## src/design/ibc_pkg.sv

```systemverilog
// Shared constants, register codes and weight helpers for the image blur convolution block.
package ibc_pkg;

    localparam int PIX_W          = 16;
    localparam int WT_W           = 17;
    localparam int WT_FRAC        = 16;
    localparam int Q16_ONE        = 65536;
    localparam int ROW_W          = 17;
    localparam int HEIGHT_W       = 16;
    localparam int ADDR_W         = 5;
    localparam int DATA_W         = 32;
    localparam int RECIP_SHIFT    = 26;
    localparam int RECIP_W        = 24;
    localparam int FIFO_DEPTH     = 8;
    localparam int DEF_MAX_KERNEL = 7;
    localparam int DEF_MAX_WIDTH  = 4096;

    localparam logic [2:0] REG_KERNEL_TYPE   = 3'd0;
    localparam logic [2:0] REG_KERNEL_SIZE   = 3'd1;
    localparam logic [2:0] REG_CENTER_WEIGHT = 3'd2;
    localparam logic [2:0] REG_IMAGE_WIDTH   = 3'd3;
    localparam logic [2:0] REG_IMAGE_HEIGHT  = 3'd4;

    localparam logic [1:0] KT_WEIGHTED = 2'd1;
    localparam logic [1:0] KT_BINOMIAL = 2'd2;

    // Entry k of row n of Pascal's triangle (zero beyond the row).
    function automatic int unsigned binom_coef(input int unsigned n, input int unsigned k);
        int unsigned row [16];
        int unsigned m;
        int unsigned j;
        for (j = 0; j < 16; j++)
        begin
            row[j] = 0;
        end
        row[0] = 1;
        for (m = 1; m <= n && m < 16; m++)
        begin
            for (j = m; j >= 1; j--)
            begin
                row[j] = row[j] + row[j - 1];
            end
        end
        return (k < 16) ? row[k] : 0;
    endfunction

    // Normalised binomial weight in Q1.16 for half size o at window place (a, d).
    function automatic int unsigned binom_weight(input int unsigned o, input int unsigned a,
                                                 input int unsigned d);
        int unsigned e;
        int unsigned prod;
        e    = 4 * o;
        prod = binom_coef(2 * o, a) * binom_coef(2 * o, d);
        return (e <= 16) ? (prod << (16 - e)) : (prod >> (e - 16));
    endfunction

endpackage

```

## src/design/ibc_out_fifo.sv

```systemverilog
// Result queue between the arithmetic pipeline and the output channel.
module ibc_out_fifo #(
    parameter int DEPTH = 8
) (
    input  logic                      clk,
    input  logic                      rst_n,
    input  logic                      push,
    input  logic [ibc_pkg::PIX_W-1:0] push_data,
    input  logic                      push_last,
    output logic                      valid,
    input  logic                      stall,
    output logic [ibc_pkg::PIX_W-1:0] data,
    output logic                      last
);
    import ibc_pkg::*;

    localparam int PTR_W = (DEPTH > 1) ? $clog2(DEPTH) : 1;
    localparam int CNT_W = $clog2(DEPTH + 1);

    logic [PIX_W-1:0] data_reg [DEPTH];
    logic             last_reg [DEPTH];
    logic [PTR_W-1:0] wr_ptr_reg;
    logic [PTR_W-1:0] rd_ptr_reg;
    logic [CNT_W-1:0] count_reg;
    logic             pop;

    assign valid = (count_reg != '0);
    assign pop   = valid && !stall;
    assign data  = data_reg[rd_ptr_reg];
    assign last  = last_reg[rd_ptr_reg];

    always_ff @(posedge clk)
    begin
        if (push)
        begin
            data_reg[wr_ptr_reg] <= push_data;
            last_reg[wr_ptr_reg] <= push_last;
        end
    end

    always_ff @(posedge clk or negedge rst_n)
    begin
        if (!rst_n)
        begin
            wr_ptr_reg <= '0;
            rd_ptr_reg <= '0;
            count_reg  <= '0;
        end
        else
        begin
            if (push)
            begin
                wr_ptr_reg <= (32'(wr_ptr_reg) == DEPTH - 1) ? '0 : wr_ptr_reg + PTR_W'(1);
            end
            if (pop)
            begin
                rd_ptr_reg <= (32'(rd_ptr_reg) == DEPTH - 1) ? '0 : rd_ptr_reg + PTR_W'(1);
            end
            count_reg <= count_reg + CNT_W'(push) - CNT_W'(pop);
        end
    end

endmodule

```

## config.mk

```make
export PLATFORM = sky130hd
export DESIGN_NAME = ibc_out_fifo
export DESIGN_NICKNAME = d
export VERILOG_FILES = /design/src/design/ibc_pkg.sv /design/src/design/ibc_out_fifo.sv
export SDC_FILE = /design/constraint.sdc
export NUM_CORES = 1
export LEC_CHECK = 0
export BUFFER_PORTS_ARGS = -buffer_cell sky130_fd_sc_hd__buf_2
export CAP_MARGIN = 20
export CORE_MARGIN = 4
export CORE_UTILIZATION = 50
export CTS_BUF_LIST = sky130_fd_sc_hd__clkbuf_16
export CTS_CLUSTER_SIZE = 12
export DETAILED_ROUTE_END_ITERATION = 10
export PLACE_DENSITY = 0.78
export SYNTH_ARGS = -nofsm -noshare
export SYNTH_HDL_FRONTEND = slang
export SYNTH_SLANG_ARGS = --single-unit
```

## constraint.sdc

```tcl
create_clock -name clk -period 2.2 [get_ports clk]
set_clock_uncertainty 0.1 [all_clocks]
set_input_delay 0.11 -clock clk [delete_from_list [all_inputs] [get_ports clk]]
set_output_delay 0.11 -clock clk [all_outputs]
set_load 0.01 [all_outputs]
```

Yosys cells after proc, flatten, opt, wreduce, memory -nomap -nowiden
Memory sizes are Yosys's and may differ from the RTL's.
Index checks and enable logic that the tools add are counted.
{"block": "op_classes", "n_addsub": 4, "n_eq_ne": 2, "muxes": 4, "reduce_logical": 3}
{"cell": "adder 3 x 1 -> 3 bit, second input constant", "n": 2}
{"cell": "equality test 3 bit, second input constant", "n": 2}
{"cell": "two-way mux 3 bit", "n": 2}
{"cell": "adder 4 x 1 -> 4 bit", "n": 1}
{"cell": "nonzero test 4 bit", "n": 1}
{"cell": "subtractor 4 x 1 -> 4 bit", "n": 1}
{"cell": "two-way mux 1 bit", "n": 2}
{"cell": "logical AND 1 bit", "n": 1}
{"cell": "zero test 1 bit", "n": 1}
{"block": "word_totals", "register_bits": 10, "mem_bits_rw": 136, "input_bits": 21, "elab_cells": 18, "n_memories": 2}
{"name": "data_reg", "words": 8, "width": 16, "read_ports": 1, "rd_ports_with_merged_regs": 0, "write_ports": 1, "line": "ibc_out_fifo.sv:20", "rtl": "logic [PIX_W-1:0] data_reg [DEPTH];"}
{"name": "last_reg", "words": 8, "width": 1, "read_ports": 1, "rd_ports_with_merged_regs": 0, "write_ports": 1, "line": "ibc_out_fifo.sv:21", "rtl": "logic last_reg [DEPTH];"}

Depth between registers and ports, before layout
Gate-level depths: netlist of the first run.
{"block": "logic_depth", "word_depth": 3, "depth_mapped": 9, "depth_no_buf": 9}

Worst setup path after synthesis of the first run
OpenSTA, ideal clock, no wires.
{"block": "synth_path", "kind": "reg-to-reg", "start": "reg wr_ptr_reg[2]", "end": "mem data_reg[0][0], enable pin", "arrival_ns": 1.774, "required_time_ns": 1.688, "path_slack_ns": -0.087, "stages_incl_launch_ff": 3, "synth_period_minus_slack_ns": 2.287, "path_cell_list": "dfrtp_1 > nand2b_1 > nor3_1"}
{"element": "from (decl)", "line": "ibc_out_fifo.sv:22", "rtl": "logic [PTR_W-1:0] wr_ptr_reg;"}
{"element": "from (signal assigned)", "line": "ibc_out_fifo.sv:53", "rtl": "wr_ptr_reg <= (32'(wr_ptr_reg) == DEPTH - 1) ? '0 : wr_ptr_reg + PTR_W'(1);"}
{"element": "to (decl)", "line": "ibc_out_fifo.sv:20"}
No word-level cell before the write port.

Final worst setup path of the first run
{"block": "layout_path", "start": "reg rd_ptr_reg[0]", "end": "out data[14] in the netlist's numbering"}
{"block": "layout_via", "elab_chain_cells": 1}
{"element": "from (decl)", "line": "ibc_out_fifo.sv:23", "rtl": "logic [PTR_W-1:0] rd_ptr_reg;"}
{"element": "from (signal assigned)", "line": "ibc_out_fifo.sv:57", "rtl": "rd_ptr_reg <= (32'(rd_ptr_reg) == DEPTH - 1) ? '0 : rd_ptr_reg + PTR_W'(1);"}
{"element": "memory (8 x 16 bit)"}
{"element": "to (decl)", "line": "ibc_out_fifo.sv:12", "rtl": "output logic [ibc_pkg::PIX_W-1:0] data,"}
No other way between the ends.

==> impl_results.rst, run 1 <==
.. list-table::
   :header-rows: 1

   * - Metric
     - Value
   * - Hold path depth
     - 4
   * - Data required time of the critical path
     - 1.99 ns
   * - Hold wc startpoint
     - stall
   * - Worst-case reg-to-reg path depth
     - 8
   * - Most used cells in the layout excluding fill and tap cells
     - sky130_fd_sc_hd__edfxtp_1 (136), sky130_fd_sc_hd__mux4_2 (34), sky130_fd_sc_hd__buf_2 (21)
   * - Most frequent standard cell in the layout excluding fill and tap cells
     - sky130_fd_sc_hd__edfxtp_1
   * - Via/cell ratio
     - 5.510
   * - Die span in y
     - 115.9 microns
   * - Failing checks
     - negative setup slack
   * - TritonCTS clock tree
     - built
   * - Count of input and output buffers
     - 38
   * - Skew-Pair Late Insertion Delay
     - 0.41 ns
   * - Placed standard-cell area
     - 0.006285 sq mm
   * - Classification of the worst setup path
     - flip-flop to output port
   * - Cells after Synth
     - 254
   * - Crit-path slowest cell
     - sky130_fd_sc_hd__mux4_2
   * - Ratio of final minimum period to clock period
     - 102.6%
   * - Worst max-slew margin expressed relative to the limit
     - 68.64%
   * - Sequential cell area fraction in the yosys report
     - 74.40%
   * - Hold Fails Final Rpt
     - 0
   * - Crit path max fanout
     - 8
   * - Number of fill cells
     - 778
   * - ANT cells
     - 0
   * - Type of destination of the critical path
     - output port
   * - Cell type group with the largest total delay on the critical path
     - multiplexers
   * - Number of nets with antenna violations after detailed routing
     - 0
   * - Effective utilization at floorplan
     - 51.02%
   * - Placeable core area
     - 0.01142 sq mm
   * - Net count of the mapped netlist
     - 285
   * - CTS buffer count
     - 17
   * - Slack of the worst reg-to-reg path
     - 0.15 ns
   * - RSZ-0062 raised after global routing
     - yes
   * - Synth warnings
     - 0
   * - Detailed placement HPWL
     - 5700 microns
   * - Setup-violating endpoint count in the final report
     - 17
   * - Deepest clock path buffer count
     - 2
   * - Drt first pass iters
     - 6
   * - Endpoint, Worst Hold
     - rd_ptr_reg[1]
   * - Wire length of the first global-routing pass
     - 16710 microns
   * - Total die area
     - 0.01344 sq mm
   * - Syn Std Cell Area
     - 0.005826 sq mm
   * - Max-cap violations
     - 0
   * - Final core utilization
     - 63.58%
   * - Average wire per standard cell
     - 23.48 microns
   * - Stage delay of the slowest cell on the critical path
     - 0.53 ns
   * - Total gr overflow
     - 0
   * - # H-tree levels
     - 4
   * - Post-Layout Inst Area
     - 0.007259 sq mm
   * - Launching element type of the critical path
     - flip-flop
   * - Maximum vdd drop
     - 696.3 uV
   * - Data arrival time of the critical path
     - 2.05 ns
   * - Mean instance size in the synthesized netlist
     - 22.94 sq um
   * - Pwr dens
     - 1411 mW/mm^2
   * - Shortest period the worst path allows
     - 2.257 ns
   * - Yosys cell types
     - 22
   * - Total Routed Length
     - 11740 microns
   * - Maximum number of pins on one net before global-route repair
     - 37
   * - Number of storage elements in the synthesis netlist
     - 146
   * - FP Rows
     - 39
   * - GPL Wtd Cong
     - 0.7161
   * - Outcome
     - finished with violations
   * - Max-slew violation total from the final report
     - 0
   * - Initial antenna violation count
     - 0
   * - Critical R2R Capture
     - count_reg[2]
   * - Die width
     - 115.9 microns
   * - Total routing resource utilization after global routing
     - 17.96%
   * - Ports
     - 39
   * - Least setup slack across all paths after layout
     - -0.05667 ns
   * - Final-stage net count
     - 376
   * - Worst Max-Slew Pin Slew
     - 0.4704 ns
   * - Number of sinks on the clock net
     - 146
   * - Max reg flops
     - 128
   * - Syn-to-layout area delta
     - 24.61%
   * - Clk Tree Root Cell
     - sky130_fd_sc_hd__clkbuf_16
   * - DRC violation count after routing
     - 0
   * - Count of vias placed by the detailed router
     - 2755
   * - Min-delay worst type
     - input port to flip-flop
   * - Buf+Inv Stages, Crit Path
     - 3
   * - Cells along the critical path
     - buf_6, buf_16, mux4_2, mux2_4, buf_6
   * - Dominant cell type by count on the critical path
     - sky130_fd_sc_hd__buf_6
   * - Fraction of final layout cells with drive strength greater than 1
     - 41.18%
   * - Clock slew at reported path FFs
     - 0.06 ns
   * - Number of global-route vias before repair
     - 2920
   * - R2r startpoint
     - count_reg[2]
   * - Number of design-rule violations left by the first detailed-router iteration
     - 223
   * - Maximum frequency from static timing analysis
     - 443.1 MHz
   * - Leak
     - 2.623 nW
## kinds of logic (layout without fill, tap and decap cells)
| kind of cell | Yosys count | in the layout | synth area share [%] |
|---|---|---|---|
| adder cells (fa/ha/maj) | 10 | 10 | 2.277 |
| AO/OA/AOI/OAI | 4 | 4 | 0.3866 |
| multiplexers | 56 | 56 | 19.52 |
| AND/OR/NAND/NOR | 19 | 19 | 1.460 |
| XOR/XNOR | 2 | 2 | 0.3007 |
| buffers and inverters | 17 | 120 | 1.654 |
| flip-flops | 146 | 146 | 74.40 |
## per-layer routing
| metal | global-route usage, % | vias to the layer above | part of all wire (%) |
|---|---|---|---|
| met3 | 5.117 | 7 | 5.5 |
| li1 | - | 1230 | - |
| met1 | 21.54 | 1433 | 40 |
| met2 | 30.34 | 85 | 53 |
| met4 | 8.043 | 0 | 0.85 |
| met5 | 0 | - | 0 |
## worst min-delay path, stage by stage
cell and delay, ns:
sky130_fd_sc_hd__buf_2 0.08, sky130_fd_sc_hd__a21oi_1 0.05, sky130_fd_sc_hd__buf_4 0.15, sky130_fd_sc_hd__mux2_2 0.21
## cells in the mapped netlist (all sizes together)
master,number,share of area (%)
nor2,9,0.58
buf,8,1.1
o21ai,1,0.086
inv,7,0.45
nand2,4,0.26
nor2b,1,0.11
a21o,1,0.13
mux2,22,4.3
nor3,2,0.17
nand2b,2,0.21
clkbuf,2,0.13
ha,9,1.9
nand3b,1,0.13
dfrtp,10,4.3
xor2,2,0.30
a21oi,2,0.17
edfxtp,136,70
mux4,34,15
fa,1,0.34
## metrics by stage
stage          hold WS, ns  setup TNS [ns]  setup slack (ns)  power, mW  std cells
2_1_floorplan      -0.2856               0            0.2413      5.558        254
6_report            0.1243         -0.5225          -0.05667      10.25        500
3_5_place_dp       -0.1115               0            0.2113      6.459        440
4_1_cts            0.09864          -1.379          -0.09213      9.494        497
5_1_grt             0.1121          -1.688           -0.1284      10.73        500
3_3_place_gp       -0.1138               0            0.3059      6.327        440
## final cells by class
cell class,count,area [sq um],share of cell area (%)
sequential,146,4335,59.72
clock buffer,17,425.4,5.860
inverter,7,26.28,0.3619
tap,143,178.9,2.465
multi-input combinational,91,1345,18.53
clock inverter,14,127.6,1.758
timing repair buffer,82,820.8,11.31
## where the power goes
part	switching [mW]	internal [mW]	total [mW]
combinational	1.62	2.22	3.84
clock	1.03	1.64	2.67
sequential	0.215	3.52	3.74
## what timing repair did
action,CTS,global route
gates cloned,3,2
endpoints found under the hold margin,150,0
resized for setup,12,62
hold buffers,20,0
endpoints found under the setup margin,17,17
setup buffers,3,1
## how the worst max path moves through the flow
| stage | from | to | slack, ns | cells after the start |
|---|---|---|---|---|
| 2_1_floorplan | count_reg[2] | count_reg[3] | 0.24 | 9 |
| 3_3_place_gp | count_reg[2] | count_reg[2] | 0.31 | 8 |
| 3_5_place_dp | count_reg[2] | count_reg[2] | 0.21 | 8 |
| 4_1_cts | rd_ptr_reg[0] | data[10] | -0.09 | 5 |
| 5_1_grt | rd_ptr_reg[0] | last | -0.13 | 5 |
| 6_report | rd_ptr_reg[0] | data[14] | -0.06 | 5 |
(Power assumes the default switching activity.)
==> run 2: changes to the inputs <==
Settings changed: PLACE_DENSITY 0.78 to 0.74.
==> impl_results.rst, run 2 (synthesis results as in run 1) <==
.. list-table::
   :header-rows: 1

   * - Metric
     - Value
   * - Outcome
     - finished with violations
   * - Failing checks
     - negative setup slack
   * - TritonCTS clock tree
     - built
   * - ANT cells
     - 0
   * - Data required time of the critical path
     - 1.99 ns
   * - Worst max-slew margin expressed relative to the limit
     - 67.93%
   * - Via/cell ratio
     - 5.378
   * - Maximum frequency from static timing analysis
     - 453.1 MHz
   * - Crit path max fanout
     - 18
   * - Fin Setup TNS
     - -0.01259 ns
   * - Skew-Pair Late Insertion Delay
     - 0.41 ns
   * - Non-filler instance count after layout
     - 500
   * - Wire length of the first global-routing pass
     - 16010 microns
   * - Number of fill cells
     - 806
   * - Max-slew violation total from the final report
     - 0
   * - Average wire per standard cell
     - 20.99 microns
   * - Total routing resource utilization after global routing
     - 16.79%
   * - Setup-violating endpoint count in the final report
     - 2
   * - Final-stage net count
     - 375
   * - Count of vias placed by the detailed router
     - 2689
   * - Clock slew at reported path FFs
     - 0.05 ns
   * - Type of destination of the critical path
     - output port
   * - Total gr overflow
     - 0
   * - Drt first pass iters
     - 4
   * - Launching element type of the critical path
     - flip-flop
   * - Placeable core area
     - 0.01142 sq mm
   * - Ratio of final minimum period to clock period
     - 100.3%
   * - Hold Fails Final Rpt
     - 0
   * - Least setup slack across all paths after layout
     - -0.006826 ns
   * - Total die area
     - 0.01344 sq mm
   * - Leak
     - 2.588 nW
   * - FP Rows
     - 39
   * - Shortest period the worst path allows
     - 2.207 ns
   * - Max-cap violations
     - 0
   * - Most frequent standard cell in the layout excluding fill and tap cells
     - sky130_fd_sc_hd__edfxtp_1
   * - Number of design-rule violations left by the first detailed-router iteration
     - 148
   * - Number of global-route vias before repair
     - 2841
   * - Ports
     - 39
   * - Number of nets with antenna violations after detailed routing
     - 0
   * - Most used cells in the layout excluding fill and tap cells
     - sky130_fd_sc_hd__edfxtp_1 (136), sky130_fd_sc_hd__buf_2 (32), sky130_fd_sc_hd__dlygate4sd3_1 (20), sky130_fd_sc_hd__buf_4 (20), sky130_fd_sc_hd__mux4_2 (19)
   * - Maximum number of pins on one net before global-route repair
     - 19
   * - Detailed placement HPWL
     - 6172 microns
   * - GPL Wtd Cong
     - 0.7019
   * - # H-tree levels
     - 4
   * - Deepest clock path buffer count
     - 2
   * - Count of input and output buffers
     - 38
   * - Post-Route Hold Slack
     - 0.1167 ns
   * - Initial antenna violation count
     - 0
   * - Max reg flops
     - 128
   * - Combined area of the multi-input logic cells
     - 0.001360 sq mm
   * - Classification of the worst setup path
     - flip-flop to output port
   * - Die span in y
     - 115.9 microns
   * - DRC violation count after routing
     - 0
   * - Die width
     - 115.9 microns
   * - Cell count after placement
     - 447
   * - Number of sinks on the clock net
     - 146
   * - Clk Tree Root Cell
     - sky130_fd_sc_hd__clkbuf_16
   * - RSZ-0062 raised after global routing
     - yes
   * - Fraction of final layout cells with drive strength greater than 1
     - 36.97%
   * - Total Routed Length
     - 10500 microns
   * - Syn-to-layout area delta
     - 22.19%
   * - Maximum vdd drop
     - 644.0 uV
   * - Min-delay worst type
     - input port to flip-flop
   * - Data arrival time of the critical path
     - 2.00 ns
   * - Pwr dens
     - 1338 mW/mm^2
   * - Worst Max-Slew Pin Slew
     - 0.4794 ns
   * - Effective utilization at floorplan
     - 51.02%
   * - Sequential cell area in the final layout
     - 0.004335 sq mm
   * - CTS buffer count
     - 17
## run 2: changes by cell type in the layout (fill, tap and decap cells not counted), moves of 6 or more
cell / previous run / this run
sky130_fd_sc_hd__buf_2: 21 / 32
sky130_fd_sc_hd__buf_4: 14 / 20
sky130_fd_sc_hd__buf_6: 18 / 6
sky130_fd_sc_hd__mux2_2: 5 / 16
sky130_fd_sc_hd__mux2_4: 17 / 6
sky130_fd_sc_hd__mux4_1: 0 / 15
sky130_fd_sc_hd__mux4_2: 34 / 19
## run 2: timing repair
item | in CTS | in global routing
setup endpoints to repair | 17 | 17
setup buffers | 1 | 0
resized for setup | 17 | 14
endpoints found under the hold margin | 150 | 0
hold buffers | 20 | 0
## run 2: stage by stage
step           setup slack [ns]  utilization, %  instance area (sq um)  total power, mW
3_5_place_dp             0.2356           55.50                   6337            6.523
3_3_place_gp             0.3073           55.50                   6337            6.421
6_report              -0.006826           62.34                   7118            9.526
2_1_floorplan            0.2413               -                   5836            5.558
5_1_grt                -0.07918           62.34                   7118            10.01
4_1_cts                -0.03280           62.03                   7083            9.451
## run 2: critical path: stages (launching register included)
cell                      delay [ns]
sky130_fd_sc_hd__dfrtp_2        0.41
sky130_fd_sc_hd__buf_12         0.19
sky130_fd_sc_hd__mux4_1         0.57
sky130_fd_sc_hd__mux2_2         0.27
sky130_fd_sc_hd__buf_2          0.14
## run 2: cell type report
| class | instances | area share (%) |
|---|---|---|
| Sequential cell | 146 | 60.91 |
| Multi-Input combinational cell | 91 | 19.11 |
| Timing Repair Buffer | 81 | 8.965 |
| Clock buffer | 17 | 5.976 |
| Tap cell | 143 | 2.514 |
| Clock inverter | 15 | 2.162 |
| Inverter | 7 | 0.3691 |
## run 2: routing by layer
| metal | track usage (%) | vias up | part of all wire, % |
|---|---|---|---|
| met5 | 0 | - | 0 |
| met1 | 21.51 | 1396 | 44 |
| met4 | 6.651 | 0 | 1.1 |
| met3 | 4.595 | 12 | 3.2 |
| met2 | 27.50 | 45 | 51 |
| li1 | - | 1236 | - |
## run 2: final timing paths
kind	cells after the start	from	slack [ns]	endpoint
worst min register to register	1	wr_ptr_reg[2]	0.49	wr_ptr_reg[2]
min in group asynchronous	3	rst_n	0.62	count_reg[0]
worst max-delay path	4	rd_ptr_reg[0]	-0.007	data[4]
max in group asynchronous	3	rst_n	1.03	rd_ptr_reg[0]
worst max register to register	9	count_reg[2]	0.23	count_reg[3]
worst min-delay path	4	stall	0.12	rd_ptr_reg[1]
## run 2: power by group
| group | switching [mW] | total [mW] | internal (mW) | leakage, nW |
|---|---|---|---|---|
| combinational | 1.38 | 3.03 | 1.64 | 0.933 |
| clock | 1.03 | 2.79 | 1.75 | 0.303 |
| sequential | 0.196 | 3.71 | 3.52 | 1.35 |
| total | 2.61 | 9.53 | 6.92 | 2.59 |
==> run 3: changes to the inputs <==
Settings changed: CORE_UTILIZATION 50 to 60, PLACE_DENSITY 0.74 to 0.83.
Clock period 2.2 ns to 2.3 ns, I/O delays scaled along.
==> impl_results.rst, run 3 (synthesis results as in run 1) <==
.. list-table::
   :header-rows: 1

   * - Metric
     - Value
   * - Total power of the final layout
     - 8.897 mW
   * - Pwr dens
     - 1259 mW/mm^2
   * - Most used cells in the layout excluding fill and tap cells
     - sky130_fd_sc_hd__edfxtp_1 (136), sky130_fd_sc_hd__buf_2 (38), sky130_fd_sc_hd__mux2_2 (22)
   * - Clock slew at reported path FFs
     - 0.06 ns
   * - Total Routed Length
     - 10970 microns
   * - Cell type group with the largest total delay on the critical path
     - multiplexers
   * - Fraction of final layout cells with drive strength greater than 1
     - 36.69%
   * - # H-tree levels
     - 4
   * - Slack of the worst reg-to-reg path
     - 0.29 ns
   * - Type of destination of the critical path
     - output port
   * - Number of fill cells
     - 493
   * - Number of design-rule violations left by the first detailed-router iteration
     - 178
   * - Number of nets with antenna violations after detailed routing
     - 0
   * - Classification of the worst setup path
     - flip-flop to output port
   * - Ratio of final minimum period to clock period
     - 99.57%
   * - Combined area of the multi-input logic cells
     - 0.001360 sq mm
   * - Max-cap violations
     - 0
   * - Crit path max fanout
     - 12
   * - Least setup slack across all paths after layout
     - 0.009943 ns
   * - Crit-path slowest cell
     - sky130_fd_sc_hd__mux4_1
   * - Number of sinks on the clock net
     - 146
   * - Buf+Inv Stages, Crit Path
     - 2
   * - Data required time of the critical path
     - 2.09 ns
   * - Detailed placement HPWL
     - 6180 microns
   * - Data arrival time of the critical path
     - 2.08 ns
   * - Total die area
     - 0.01135 sq mm
   * - Sequential cell area in the final layout
     - 0.004335 sq mm
   * - Placed standard-cell area
     - 0.006300 sq mm
   * - Max-slew violation total from the final report
     - 0
   * - Hold path depth
     - 4
   * - Hold wc startpoint
     - stall
   * - DRC violation count after routing
     - 0
   * - Via/cell ratio
     - 5.708
   * - Hold Fails Final Rpt
     - 0
   * - R2r startpoint
     - count_reg[2]
   * - Placeable core area
     - 0.009328 sq mm
   * - Worst-case reg-to-reg path depth
     - 8
   * - Clk Tree Root Cell
     - sky130_fd_sc_hd__clkbuf_16
   * - Maximum frequency from static timing analysis
     - 436.7 MHz
   * - Max reg flops
     - 128
   * - Most frequent standard cell in the layout excluding fill and tap cells
     - sky130_fd_sc_hd__edfxtp_1
   * - Leak
     - 2.557 nW
   * - Effective utilization at floorplan
     - 62.45%
   * - Initial antenna violation count
     - 0
   * - RSZ-0062 raised after global routing
     - yes
   * - CTS buffer count
     - 17
   * - Die width
     - 106.5 microns
   * - Count of input and output buffers
     - 38
   * - Wire length of the first global-routing pass
     - 16870 microns
   * - Launching element type of the critical path
     - flip-flop
   * - Deepest clock path buffer count
     - 2
   * - Min-delay worst type
     - input port to flip-flop
   * - TritonCTS clock tree
     - built
   * - Maximum number of pins on one net before global-route repair
     - 37
   * - FP Rows
     - 35
   * - Ports
     - 39
   * - Drt first pass iters
     - 4
   * - Cells along the critical path
     - buf_12, mux4_1, mux2_2, buf_2
   * - Maximum vdd drop
     - 697.9 uV
   * - Average wire per standard cell
     - 22.58 microns
   * - Total gr overflow
     - 0
   * - Total stage count of the critical path
     - 4
   * - Worst Max-Slew Pin Slew
     - 0.5022 ns
   * - Total routing resource utilization after global routing
     - 20.83%
   * - GPL Wtd Cong
     - 0.6709
   * - Critical R2R Capture
     - count_reg[2]
   * - Endpoint, Worst Hold
     - rd_ptr_reg[2]
   * - Skew-Pair Late Insertion Delay
     - 0.41 ns
   * - Post-Layout Inst Area
     - 0.007068 sq mm
   * - Outcome
     - completed
   * - Die span in y
     - 106.5 microns
   * - Stage delay of the slowest cell on the critical path
     - 0.57 ns
   * - Number of global-route vias before repair
     - 3017
   * - Count of vias placed by the detailed router
     - 2774
   * - Syn-to-layout area delta
     - 21.33%
   * - Worst max-slew margin expressed relative to the limit
     - 66.52%
   * - Shortest period the worst path allows
     - 2.290 ns
   * - ANT cells
     - 0
   * - Final-stage net count
     - 375
   * - Worst setup timing slack at the placement stage
     - 0.2972 ns
   * - Setup-violating endpoint count in the final report
     - 0
-- run 3: cell count changes in the layout (fill, tap and decap cells not counted), sizes merged --
cell	previous run	this run
clkinv	6	5
bufinv	3	0
buf	61	60
inv	12	16
clkbuf	17	18
-- run 3: worst reg2reg max path: stages (launching register included) --
cell and delay [ns]:
sky130_fd_sc_hd__dfrtp_1 0.36, sky130_fd_sc_hd__inv_1 0.08, sky130_fd_sc_hd__ha_1 0.17, sky130_fd_sc_hd__a21oi_1 0.09, sky130_fd_sc_hd__ha_1 0.28, sky130_fd_sc_hd__inv_1 0.04, sky130_fd_sc_hd__ha_1 0.20, sky130_fd_sc_hd__fa_1 0.39
sky130_fd_sc_hd__xor2_1 0.18
-- run 3: power by group --
group / internal (mW) / switching (mW) / leakage (nW)
sequential: 3.36 / 0.212 / 1.35
combinational: 1.43 / 1.31 / 0.927
clock: 1.43 / 1.15 / 0.278
total: 6.23 / 2.67 / 2.56
-- run 3: repair_timing --
| action | in CTS | in global routing |
|---|---|---|
| gates cloned | 0 | 1 |
| resized for setup | 6 | 10 |
| setup endpoints to repair | 4 | 13 |
| hold buffers | 20 | 0 |
| setup buffers | 0 | 1 |
| hold endpoints to repair | 150 | 0 |
-- run 3: worst max path at each step --
stage | start | end | slack, ns
after global routing | rd_ptr_reg[0] | data[14] | -0.06
after detailed placement | count_reg[2] | count_reg[2] | 0.30
after CTS | rd_ptr_reg[0] | data[4] | -0.008
after global placement | count_reg[2] | count_reg[2] | 0.40
after floorplan | wr_ptr_reg[2] | data_reg[0][0] | 0.01
final | rd_ptr_reg[0] | data[11] | 0.01
-- run 3: per-stage QoR --
stage | utilization [%] | setup TNS, ns | cells | hold slack, ns
3_5_place_dp | 67.54 | 0 | 432 | -0.1089
2_1_floorplan | - | 0 | 254 | -0.2806
3_3_place_gp | 67.54 | 0 | 432 | -0.1124
5_1_grt | 75.77 | -0.5616 | 486 | 0.1018
6_report | 75.77 | 0 | 486 | 0.1139
4_1_cts | 75.60 | -0.01120 | 484 | 0.09626
-- run 3: per-layer routing --
| layer | share of wire, % | up-vias | global-route usage, % |
|---|---|---|---|
| li1 | - | 1245 | - |
| met1 | 41 | 1429 | 26.66 |
| met2 | 53 | 82 | 34.57 |
| met3 | 4.1 | 18 | 5.343 |
| met4 | 1.8 | 0 | 8.128 |
| met5 | 0 | - | 0 |
-- run 3: cell type report --
class                   instances  share of cell area [%]
clock buffers                  17                   6.019
repair buffers                 81                   8.745
inverters                       7                  0.3717
flip-flops and latches        146                   61.34
multi-input cells              91                   19.24
well taps                     129                   2.284
clock inverters                15                   2.000
